==> src/hw/rtl/tcs_pkg.sv <==
package tcs_pkg;

  // Item actions
  typedef enum logic [2:0] {
    ACT_TICK  = 3'd0,
    ACT_STORE = 3'd1,
    ACT_RUN   = 3'd2,
    ACT_CLEAR = 3'd3,
    ACT_STOP  = 3'd4
  } action_e;

  // Configuration register indexes
  localparam int unsigned CFG_IDX_W = 2;
  localparam logic [CFG_IDX_W-1:0] REG_BLINK_SLOW    = 2'd0;
  localparam logic [CFG_IDX_W-1:0] REG_BLINK_FAST    = 2'd1;
  localparam logic [CFG_IDX_W-1:0] REG_DURATION_UNIT = 2'd2;

  localparam logic [15:0] BLINK_SLOW_RESET    = 16'd500;
  localparam logic [15:0] BLINK_FAST_RESET    = 16'd50;
  localparam logic [7:0]  DURATION_UNIT_RESET = 8'd100;

  localparam int unsigned LIST_DEPTH_DEF = 16;

  // Field widths
  localparam int unsigned ACTION_W = 3;
  localparam int unsigned KIND_W   = 4;
  localparam int unsigned DUR_W    = 8;
  localparam int unsigned ENTRY_W  = KIND_W + DUR_W;
  localparam int unsigned INDEX_W  = 4;
  localparam int unsigned COUNT_W  = 5;
  localparam int unsigned IN_TDATA_W  = 16;
  localparam int unsigned OUT_TDATA_W = 32;

  typedef struct packed {
    logic [15:0] blink_slow;
    logic [15:0] blink_fast;
    logic [7:0]  duration_unit;
  } cfg_t;

  typedef struct packed {
    logic [COUNT_W-1:0] stored_count;
    logic               running;
    logic               accepting;
    logic               led_level;
    logic [DUR_W-1:0]   issued_duration;
    logic [KIND_W-1:0]  issued_kind;
    logic [INDEX_W-1:0] issued_index;
    logic               issue_valid;
  } result_t;

endpackage

==> src/hw/rtl/timed_command_sequencer_core.sv <==
// Timed command sequencer. Store items append a motion command (kind and
// duration) to a list while the block is accepting and the list is not
// full; a run item switches to executing, where tick items issue the
// stored commands in order, each held for duration * duration_unit_ticks
// ticks, and the block falls back to accepting after the last one. Clear
// empties the list and, like stop, returns to accepting. An activity LED
// toggles every blink_slow_ticks ticks while accepting and every
// blink_fast_ticks ticks while executing. Every input item yields exactly
// one result item showing the state after that item. Throughput is one
// item per cycle while the result side keeps tready high. Each item passes
// through the input register, the combinational update logic and the
// result register on its way to the result side. The command list
// is a memory with one write port and a registered read port that always
// holds the entry the next issue will use. Configuration writes take effect
// at the next timer reload and should be made while the block is idle.
module timed_command_sequencer_core
  import tcs_pkg::*;
#(
  parameter int unsigned ListDepth = LIST_DEPTH_DEF
) (
  input  logic                   clk_i,
  input  logic                   rst_ni,
  // tdata: action[2:0], command_kind[6:3], command_duration[14:7]
  input  logic                   s_axis_tvalid,
  output logic                   s_axis_tready,
  input  logic [IN_TDATA_W-1:0]  s_axis_tdata,
  // tdata: issue_valid[0], issued_index[4:1], issued_kind[8:5],
  //        issued_duration[16:9], led_level[17], accepting[18],
  //        running[19], stored_count[24:20]
  output logic                   m_axis_tvalid,
  input  logic                   m_axis_tready,
  output logic [OUT_TDATA_W-1:0] m_axis_tdata,
  input  logic                   cfg_we_i,
  input  logic [CFG_IDX_W-1:0]   cfg_idx_i,
  input  logic [15:0]            cfg_wdata_i
);

  cfg_t cfg_q;

  logic                in_valid_q;
  logic [ACTION_W-1:0] in_action_q;
  logic [KIND_W-1:0]   in_kind_q;
  logic [DUR_W-1:0]    in_dur_q;

  logic    out_valid_q;
  result_t out_res_q;
  result_t res;

  logic advance;
  logic in_take;

  // Update the state and load the result register when an input item is held
  // and the result slot is free or being drained this cycle.
  assign advance       = in_valid_q && (!out_valid_q || m_axis_tready);
  assign s_axis_tready = !in_valid_q || advance;
  assign in_take       = s_axis_tvalid && s_axis_tready;

  // Configuration registers; unknown indexes are dropped.
  always_ff @(posedge clk_i or negedge rst_ni) begin
    if (!rst_ni) begin
      cfg_q.blink_slow    <= BLINK_SLOW_RESET;
      cfg_q.blink_fast    <= BLINK_FAST_RESET;
      cfg_q.duration_unit <= DURATION_UNIT_RESET;
    end else if (cfg_we_i) begin
      unique case (cfg_idx_i)
        REG_BLINK_SLOW:    cfg_q.blink_slow    <= cfg_wdata_i;
        REG_BLINK_FAST:    cfg_q.blink_fast    <= cfg_wdata_i;
        REG_DURATION_UNIT: cfg_q.duration_unit <= cfg_wdata_i[7:0];
        default: begin
        end
      endcase
    end
  end

  // Input register
  always_ff @(posedge clk_i or negedge rst_ni) begin
    if (!rst_ni) begin
      in_valid_q <= 1'b0;
    end else if (in_take) begin
      in_valid_q <= 1'b1;
    end else if (advance) begin
      in_valid_q <= 1'b0;
    end
  end

  always_ff @(posedge clk_i) begin
    if (in_take) begin
      in_action_q <= s_axis_tdata[2:0];
      in_kind_q   <= s_axis_tdata[6:3];
      in_dur_q    <= s_axis_tdata[14:7];
    end
  end

  tcs_engine #(
    .ListDepth(ListDepth)
  ) u_engine (
    .clk_i       (clk_i),
    .rst_ni      (rst_ni),
    .item_valid_i(advance),
    .action_i    (in_action_q),
    .kind_i      (in_kind_q),
    .duration_i  (in_dur_q),
    .cfg_i       (cfg_q),
    .result_o    (res)
  );

  // Result register: hold until taken.
  always_ff @(posedge clk_i or negedge rst_ni) begin
    if (!rst_ni) begin
      out_valid_q <= 1'b0;
    end else if (advance) begin
      out_valid_q <= 1'b1;
    end else if (m_axis_tready) begin
      out_valid_q <= 1'b0;
    end
  end

  always_ff @(posedge clk_i) begin
    if (advance) begin
      out_res_q <= res;
    end
  end

  assign m_axis_tvalid = out_valid_q;
  assign m_axis_tdata  = {{(OUT_TDATA_W - $bits(result_t)){1'b0}}, out_res_q};

endmodule

==> src/hw/rtl/tcs_engine.sv <==
module tcs_engine
  import tcs_pkg::*;
#(
  parameter int unsigned ListDepth = LIST_DEPTH_DEF
) (
  input  logic              clk_i,
  input  logic              rst_ni,
  input  logic              item_valid_i,
  input  logic [2:0]        action_i,
  input  logic [KIND_W-1:0] kind_i,
  input  logic [DUR_W-1:0]  duration_i,
  input  cfg_t              cfg_i,
  output result_t           result_o
);

  localparam int unsigned CntW  = $clog2(ListDepth + 1);
  localparam int unsigned AddrW = (ListDepth > 1) ? $clog2(ListDepth) : 1;

  logic [ENTRY_W-1:0] mem [ListDepth];

  logic              run_mode_q, run_mode_d;
  logic [CntW-1:0]   count_q, count_d;
  logic [CntW-1:0]   pos_q, pos_d;
  logic              before_first_q, before_first_d;
  logic [15:0]       blink_q, blink_d;
  logic [15:0]       step_q, step_d;
  logic              led_bit_q, led_bit_d;
  logic              pin_q, pin_d;
  logic [ENTRY_W-1:0] look_q;

  logic              wr_en;
  logic [AddrW-1:0]  wr_addr;
  logic [ENTRY_W-1:0] wr_data;
  logic [AddrW-1:0]  rd_addr;
  logic [CntW-1:0]   rd_pos;
  logic              bf_next;
  logic [CntW-1:0]   pos_next;

  logic [15:0]       blink_dec;
  logic [15:0]       step_dec;
  logic [CntW-1:0]   npos;
  logic              issue;
  logic [15:0]       product;
  logic [31:0]       npos_ext;
  logic [31:0]       count_ext;

  assign blink_dec = (blink_q != 16'd0) ? blink_q - 16'd1 : 16'd0;
  assign step_dec  = (step_q != 16'd0) ? step_q - 16'd1 : 16'd0;
  assign npos      = before_first_q ? '0 : pos_q + CntW'(1);
  assign product   = {8'd0, look_q[DUR_W-1:0]} * {8'd0, cfg_i.duration_unit};
  assign wr_data   = {kind_i, duration_i};
  assign wr_addr   = count_q[AddrW-1:0];

  always_comb begin
    run_mode_d     = run_mode_q;
    count_d        = count_q;
    pos_d          = pos_q;
    before_first_d = before_first_q;
    blink_d        = blink_q;
    step_d         = step_q;
    led_bit_d      = led_bit_q;
    pin_d          = pin_q;
    wr_en          = 1'b0;
    issue          = 1'b0;
    unique case (action_e'(action_i))
      ACT_TICK: begin
        if (blink_dec == 16'd0) begin
          pin_d     = led_bit_q;
          led_bit_d = ~led_bit_q;
          blink_d   = run_mode_q ? cfg_i.blink_fast : cfg_i.blink_slow;
        end else begin
          blink_d = blink_dec;
        end
        if (run_mode_q) begin
          step_d = step_dec;
          if (step_dec == 16'd0) begin
            before_first_d = 1'b0;
            pos_d          = npos;
            if (npos >= count_q) begin
              // list exhausted: back to accepting
              run_mode_d = 1'b0;
              blink_d    = cfg_i.blink_slow;
            end else begin
              issue  = 1'b1;
              step_d = product;
            end
          end
        end
      end
      ACT_STORE: begin
        if (!run_mode_q && (count_q < CntW'(ListDepth))) begin
          wr_en   = 1'b1;
          count_d = count_q + CntW'(1);
        end
      end
      ACT_RUN: begin
        run_mode_d     = 1'b1;
        before_first_d = 1'b1;
        step_d         = 16'd0;
        blink_d        = cfg_i.blink_fast;
      end
      ACT_CLEAR: begin
        count_d    = '0;
        pos_d      = '0;
        run_mode_d = 1'b0;
        blink_d    = cfg_i.blink_slow;
      end
      ACT_STOP: begin
        run_mode_d = 1'b0;
        blink_d    = cfg_i.blink_slow;
      end
      default: begin
      end
    endcase
  end

  // Lookahead read: keep the entry that the next issue would use.
  assign bf_next  = item_valid_i ? before_first_d : before_first_q;
  assign pos_next = item_valid_i ? pos_d : pos_q;
  assign rd_pos   = bf_next ? '0 : pos_next + CntW'(1);
  assign rd_addr  = rd_pos[AddrW-1:0];

  always_ff @(posedge clk_i) begin
    if (item_valid_i && wr_en) begin
      mem[wr_addr] <= wr_data;
    end
    if (item_valid_i && wr_en && (wr_addr == rd_addr)) begin
      look_q <= wr_data;
    end else begin
      look_q <= mem[rd_addr];
    end
  end

  always_ff @(posedge clk_i or negedge rst_ni) begin
    if (!rst_ni) begin
      run_mode_q     <= 1'b0;
      count_q        <= '0;
      pos_q          <= '0;
      before_first_q <= 1'b0;
      blink_q        <= BLINK_SLOW_RESET;
      step_q         <= 16'd0;
      led_bit_q      <= 1'b0;
      pin_q          <= 1'b0;
    end else if (item_valid_i) begin
      run_mode_q     <= run_mode_d;
      count_q        <= count_d;
      pos_q          <= pos_d;
      before_first_q <= before_first_d;
      blink_q        <= blink_d;
      step_q         <= step_d;
      led_bit_q      <= led_bit_d;
      pin_q          <= pin_d;
    end
  end

  assign npos_ext  = 32'(npos);
  assign count_ext = 32'(count_d);

  always_comb begin
    result_o                 = '0;
    result_o.issue_valid     = issue;
    if (issue) begin
      result_o.issued_index    = npos_ext[INDEX_W-1:0];
      result_o.issued_kind     = look_q[ENTRY_W-1:DUR_W];
      result_o.issued_duration = look_q[DUR_W-1:0];
    end
    result_o.led_level    = pin_d;
    result_o.accepting    = ~run_mode_d;
    result_o.running      = run_mode_d;
    result_o.stored_count = count_ext[COUNT_W-1:0];
  end

endmodule

==> config.mk <==
export PLATFORM = sky130hd
export DESIGN_NAME = timed_command_sequencer_core
export DESIGN_NICKNAME = d
export VERILOG_FILES = /design/src/hw/rtl/tcs_pkg.sv /design/src/hw/rtl/timed_command_sequencer_core.sv /design/src/hw/rtl/tcs_engine.sv
export SDC_FILE = /design/constraint.sdc
export NUM_CORES = 1
export LEC_CHECK = 0
export ABC_AREA = 1
export BUFFER_PORTS_ARGS = -buffer_cell sky130_fd_sc_hd__buf_4
export CAP_MARGIN = 10
export CELL_PAD_IN_SITES_DETAIL_PLACEMENT = 1
export CELL_PAD_IN_SITES_GLOBAL_PLACEMENT = 1
export CORE_ASPECT_RATIO = 1.2
export CORE_MARGIN = 2
export CORE_UTILIZATION = 49
export DETAILED_ROUTE_END_ITERATION = 12
export GPL_ROUTABILITY_DRIVEN = 1
export PLACE_DENSITY = 0.9
export SYNTH_ARGS = -nofsm -noshare
export SYNTH_HDL_FRONTEND = slang
export SYNTH_SLANG_ARGS = --single-unit
export TNS_END_PERCENT = 30
==> constraint.sdc <==
create_clock -name clk_i -period 6.3 [get_ports clk_i]
set_clock_uncertainty 0.2 [all_clocks]
set_input_delay 0.63 -clock clk_i [delete_from_list [all_inputs] [get_ports clk_i]]
set_output_delay 0.63 -clock clk_i [all_outputs]
set_load 0.02 [all_outputs]
==> metrics <==
Async S/R FF share, synth between 20% and 30%; wire per inst ~23 um; post-synth top area share around two fifths; vias ~13,000; fin nets 1,940; hold path cells 1; Worst setup SP type flop; Lkg Pwr 8.13 nW; dominant cells by area after synthesis edfxtp_1 (41%), dfrtp_1 (10%), nand2_1 (5.8%), inv_1 (4.8%), o21ai_0 (4.4%); vias in the first global route approximately 15,000; count of input and output buffers 64; Detailed Place HPWL roughly 35 mm; Longest Clk Path Bufs 3; Avg Vias per Cell 5.81; Die Y-Extent approximately 210 um; diode count 0; die width around 170 um; clk root buf clkbuf_16; number of DRC markers in iteration 0 between 900 and 1,000; Pins Over Slew Limit 0; Critical Path RT approximately 6.5 ns; DRT antenna net count 0; Area Growth Syn to Fin 14.1%; maximum number of pins on one net before global-route repair between 60 and 70; EDFF count, synth ~230; synthesized flop and latch total 324; CTS buffer count 35; Worst Tran Pin Value between 1 and 1.5 ns; non-filler cells, final around 2,300; drt first pass iters 5; # IOs 73; CORE AREA between 30,000 and 40,000 um^2; full die area approximately 37,000 um^2; fraction of layout instances using a drive strength above 1 approximately 16%; Ys Warns 0; type of the worst setup path reg -> reg; fmax between 0.15 and 0.2 GHz; CTS tree done; Mapped Cells ~1,700; mapped cell area approximately 17,000 um^2; final hold vios 0; H-tree levels 2; Row Count 75; drt drc 0; crit path time final just over 6 ns; Tot GR Track Use ~28%; initial core utilization around half; GP Congestion between 0.8 and 0.9; Netlist cell types 51; max_cap viols 0; post-synth top area cell edfxtp_1; crit path max fanout 12; outcome finished clean; commonest cells in the netlist nand2_1 (267), edfxtp_1 (232), inv_1 (221), o21ai_0 (152), nor2_1 (148); Clock Pin Slew Worst Setup and Hold Paths about 0.060 ns; count leader, synth nand2_1; pwr dens 401 nW/um^2; clk_lat worst skew about 0.56 ns; post-route clock period utilization a little over nine tenths; VDD IR max ~210 uV; first-pass GRT wire length between 80 and 90 mm; Seq/Total Area, Yosys 53.9%; Rel. slew slack between 20% and 30%; Post-synth top flop edfxtp_1; Crit. End Element flop; initial antenna violation count 1; total length of routed wires around 52 mm; Layout fillers slightly below 4,000; min-delay worst type in -> reg; placed cell count roughly 2,200; Critical Path AT between 6 and 7 ns; R2R depth 26; clock sink total around 320; Finish-stage setup viols 0; GRT overflow 0; Pwr Total roughly 7.9 mW; Syn Area/Cell 10.0 um^2
[state kept, by name, summed over array words and instances (netlist names), named ones only]
signal	count
u_engine.step_q	16
u_engine.led_bit_q	1
u_engine.mem	192
in_kind_q	4
u_engine.pos_q	5
u_engine.count_q	5
u_engine.run_mode_q	1
in_dur_q	8
in_action_q	3
u_engine.before_first_q	1
u_engine.blink_q	16
m_axis_tdata	25
cfg_q	40
m_axis_tvalid	1
in_valid_q	1
u_engine.pin_q	1
[path summary, 6_finish.rpt]
| kind | start | endpoint | slack, ns |
|---|---|---|---|
| max in group asynchronous | rst_ni | cfg_q[22] | 4.39 |
| hold reg to reg | cfg_q[17] | cfg_q[17] | 0.29 |
| min in group asynchronous | rst_ni | u_engine.step_q[9] | 0.34 |
| hold / removal | s_axis_tdata[5] | in_kind_q[2] | 0.05 |
| setup reg to reg | flop | u_engine.step_q[14] | 0.22 |
| setup / recovery | flop | u_engine.step_q[14] | 0.22 |
[layout make-up]
cell class	instances	area, um^2	share of cell area (%)
clock inverters	21	201	1.03
multi-input cells	1098	6760	34.5
clock buffers	42	902	4.60
inverters	232	877	4.47
repair buffers	125	1010	5.17
well taps	462	578	2.95
flip-flops and latches	324	9280	47.3
[critical path: stages, from the launching register on]
cell and delay [ns]:
dfxtp_4 0.43, clkinvlp_4 0.16, buf_4 0.18, buf_4 0.18, o211ai_1 0.30, nand3_1 0.16, nand2_1 0.24, inv_1 0.11
nor2_1 0.14, fa_1 0.45, fa_1 0.48, fa_1 0.56, inv_1 0.06, fa_1 0.55, inv_1 0.05, ha_1 0.35
nand2_1 0.12, o21ai_0 0.23, a21oi_2 0.09, o21ai_2 0.17, a21oi_1 0.09, nor2_1 0.12, nor2_1 0.07, a21oi_1 0.12
o21ai_0 0.14, nand2_1 0.09, o21ai_0 0.08
[routing by layer]
metal,up-vias,part of all wire [%],track usage [%]
li1,6010,-,-
met4,2,5.1,13.4
met5,-,0.021,0
met3,187,5.3,4.09
met1,6694,37,32.0
met2,490,53,52.3
[logic make-up after synthesis]
kind of cell,Yosys count,share of synthesized area (%)
AND/OR/NAND/NOR,571,15.7
buffers and inverters,300,7.09
multiplexers,48,2.79
other,1,0.0218
flip-flops,324,53.9
adder cells (fa/ha/maj),85,7.76
AO/OA/AOI/OAI,375,12.1
XOR/XNOR,12,0.611
[cells in the final DEF, fill, tap and decap left out, types with 12 or more instances in the layout]
cell,Yosys,routed
a21oi_1,117,115
buf_4,7,114
clkbuf_16,0,35
dfrtp_1,70,70
dfstp_2,18,18
edfxtp_1,232,232
fa_1,36,36
ha_1,49,48
inv_1,221,219
mux2i_1,48,48
nand2_1,267,264
nand3_1,68,68
nand4_1,13,13
nor2_1,148,143
nor2_2,7,12
nor2_4,23,23
o211ai_1,49,49
o21ai_0,152,149
o21ai_1,27,29
o21bai_1,13,13
[power by group]
group,internal [mW],switching (mW),total [mW]
Combinational,1.05,2.00,3.05
Clock,1.12,0.911,2.03
Sequential,2.53,0.242,2.77
[metrics by stage]
stage | util (%) | worst slack (ns) | area, um^2 | TNS (ns) | hold slack, ns
final | 56.3 | 0.219 | 19600 | 0 | 0.0515
after global routing | 56.3 | -0.0862 | 19600 | -0.159 | 0.0494
after CTS | 55.9 | 0.0463 | 19500 | 0 | 0.0427
after detailed placement | 52.6 | -0.0137 | 18300 | -0.0195 | 0.276
after global placement | 52.6 | 0.263 | 18300 | 0 | 0.265
after floorplan | - | 0.665 | 17200 | 0 | 0.134
[timing repair]
item                                   in CTS  in global routing
hold buffers                                1                  0
endpoints found under the hold margin      24                  0
resized for setup                           3                 17
cloned                                      0                  0
setup endpoints to repair                   3                  4
setup buffers                               1                 13
Note: power is estimated with default switching activity, not from simulation.
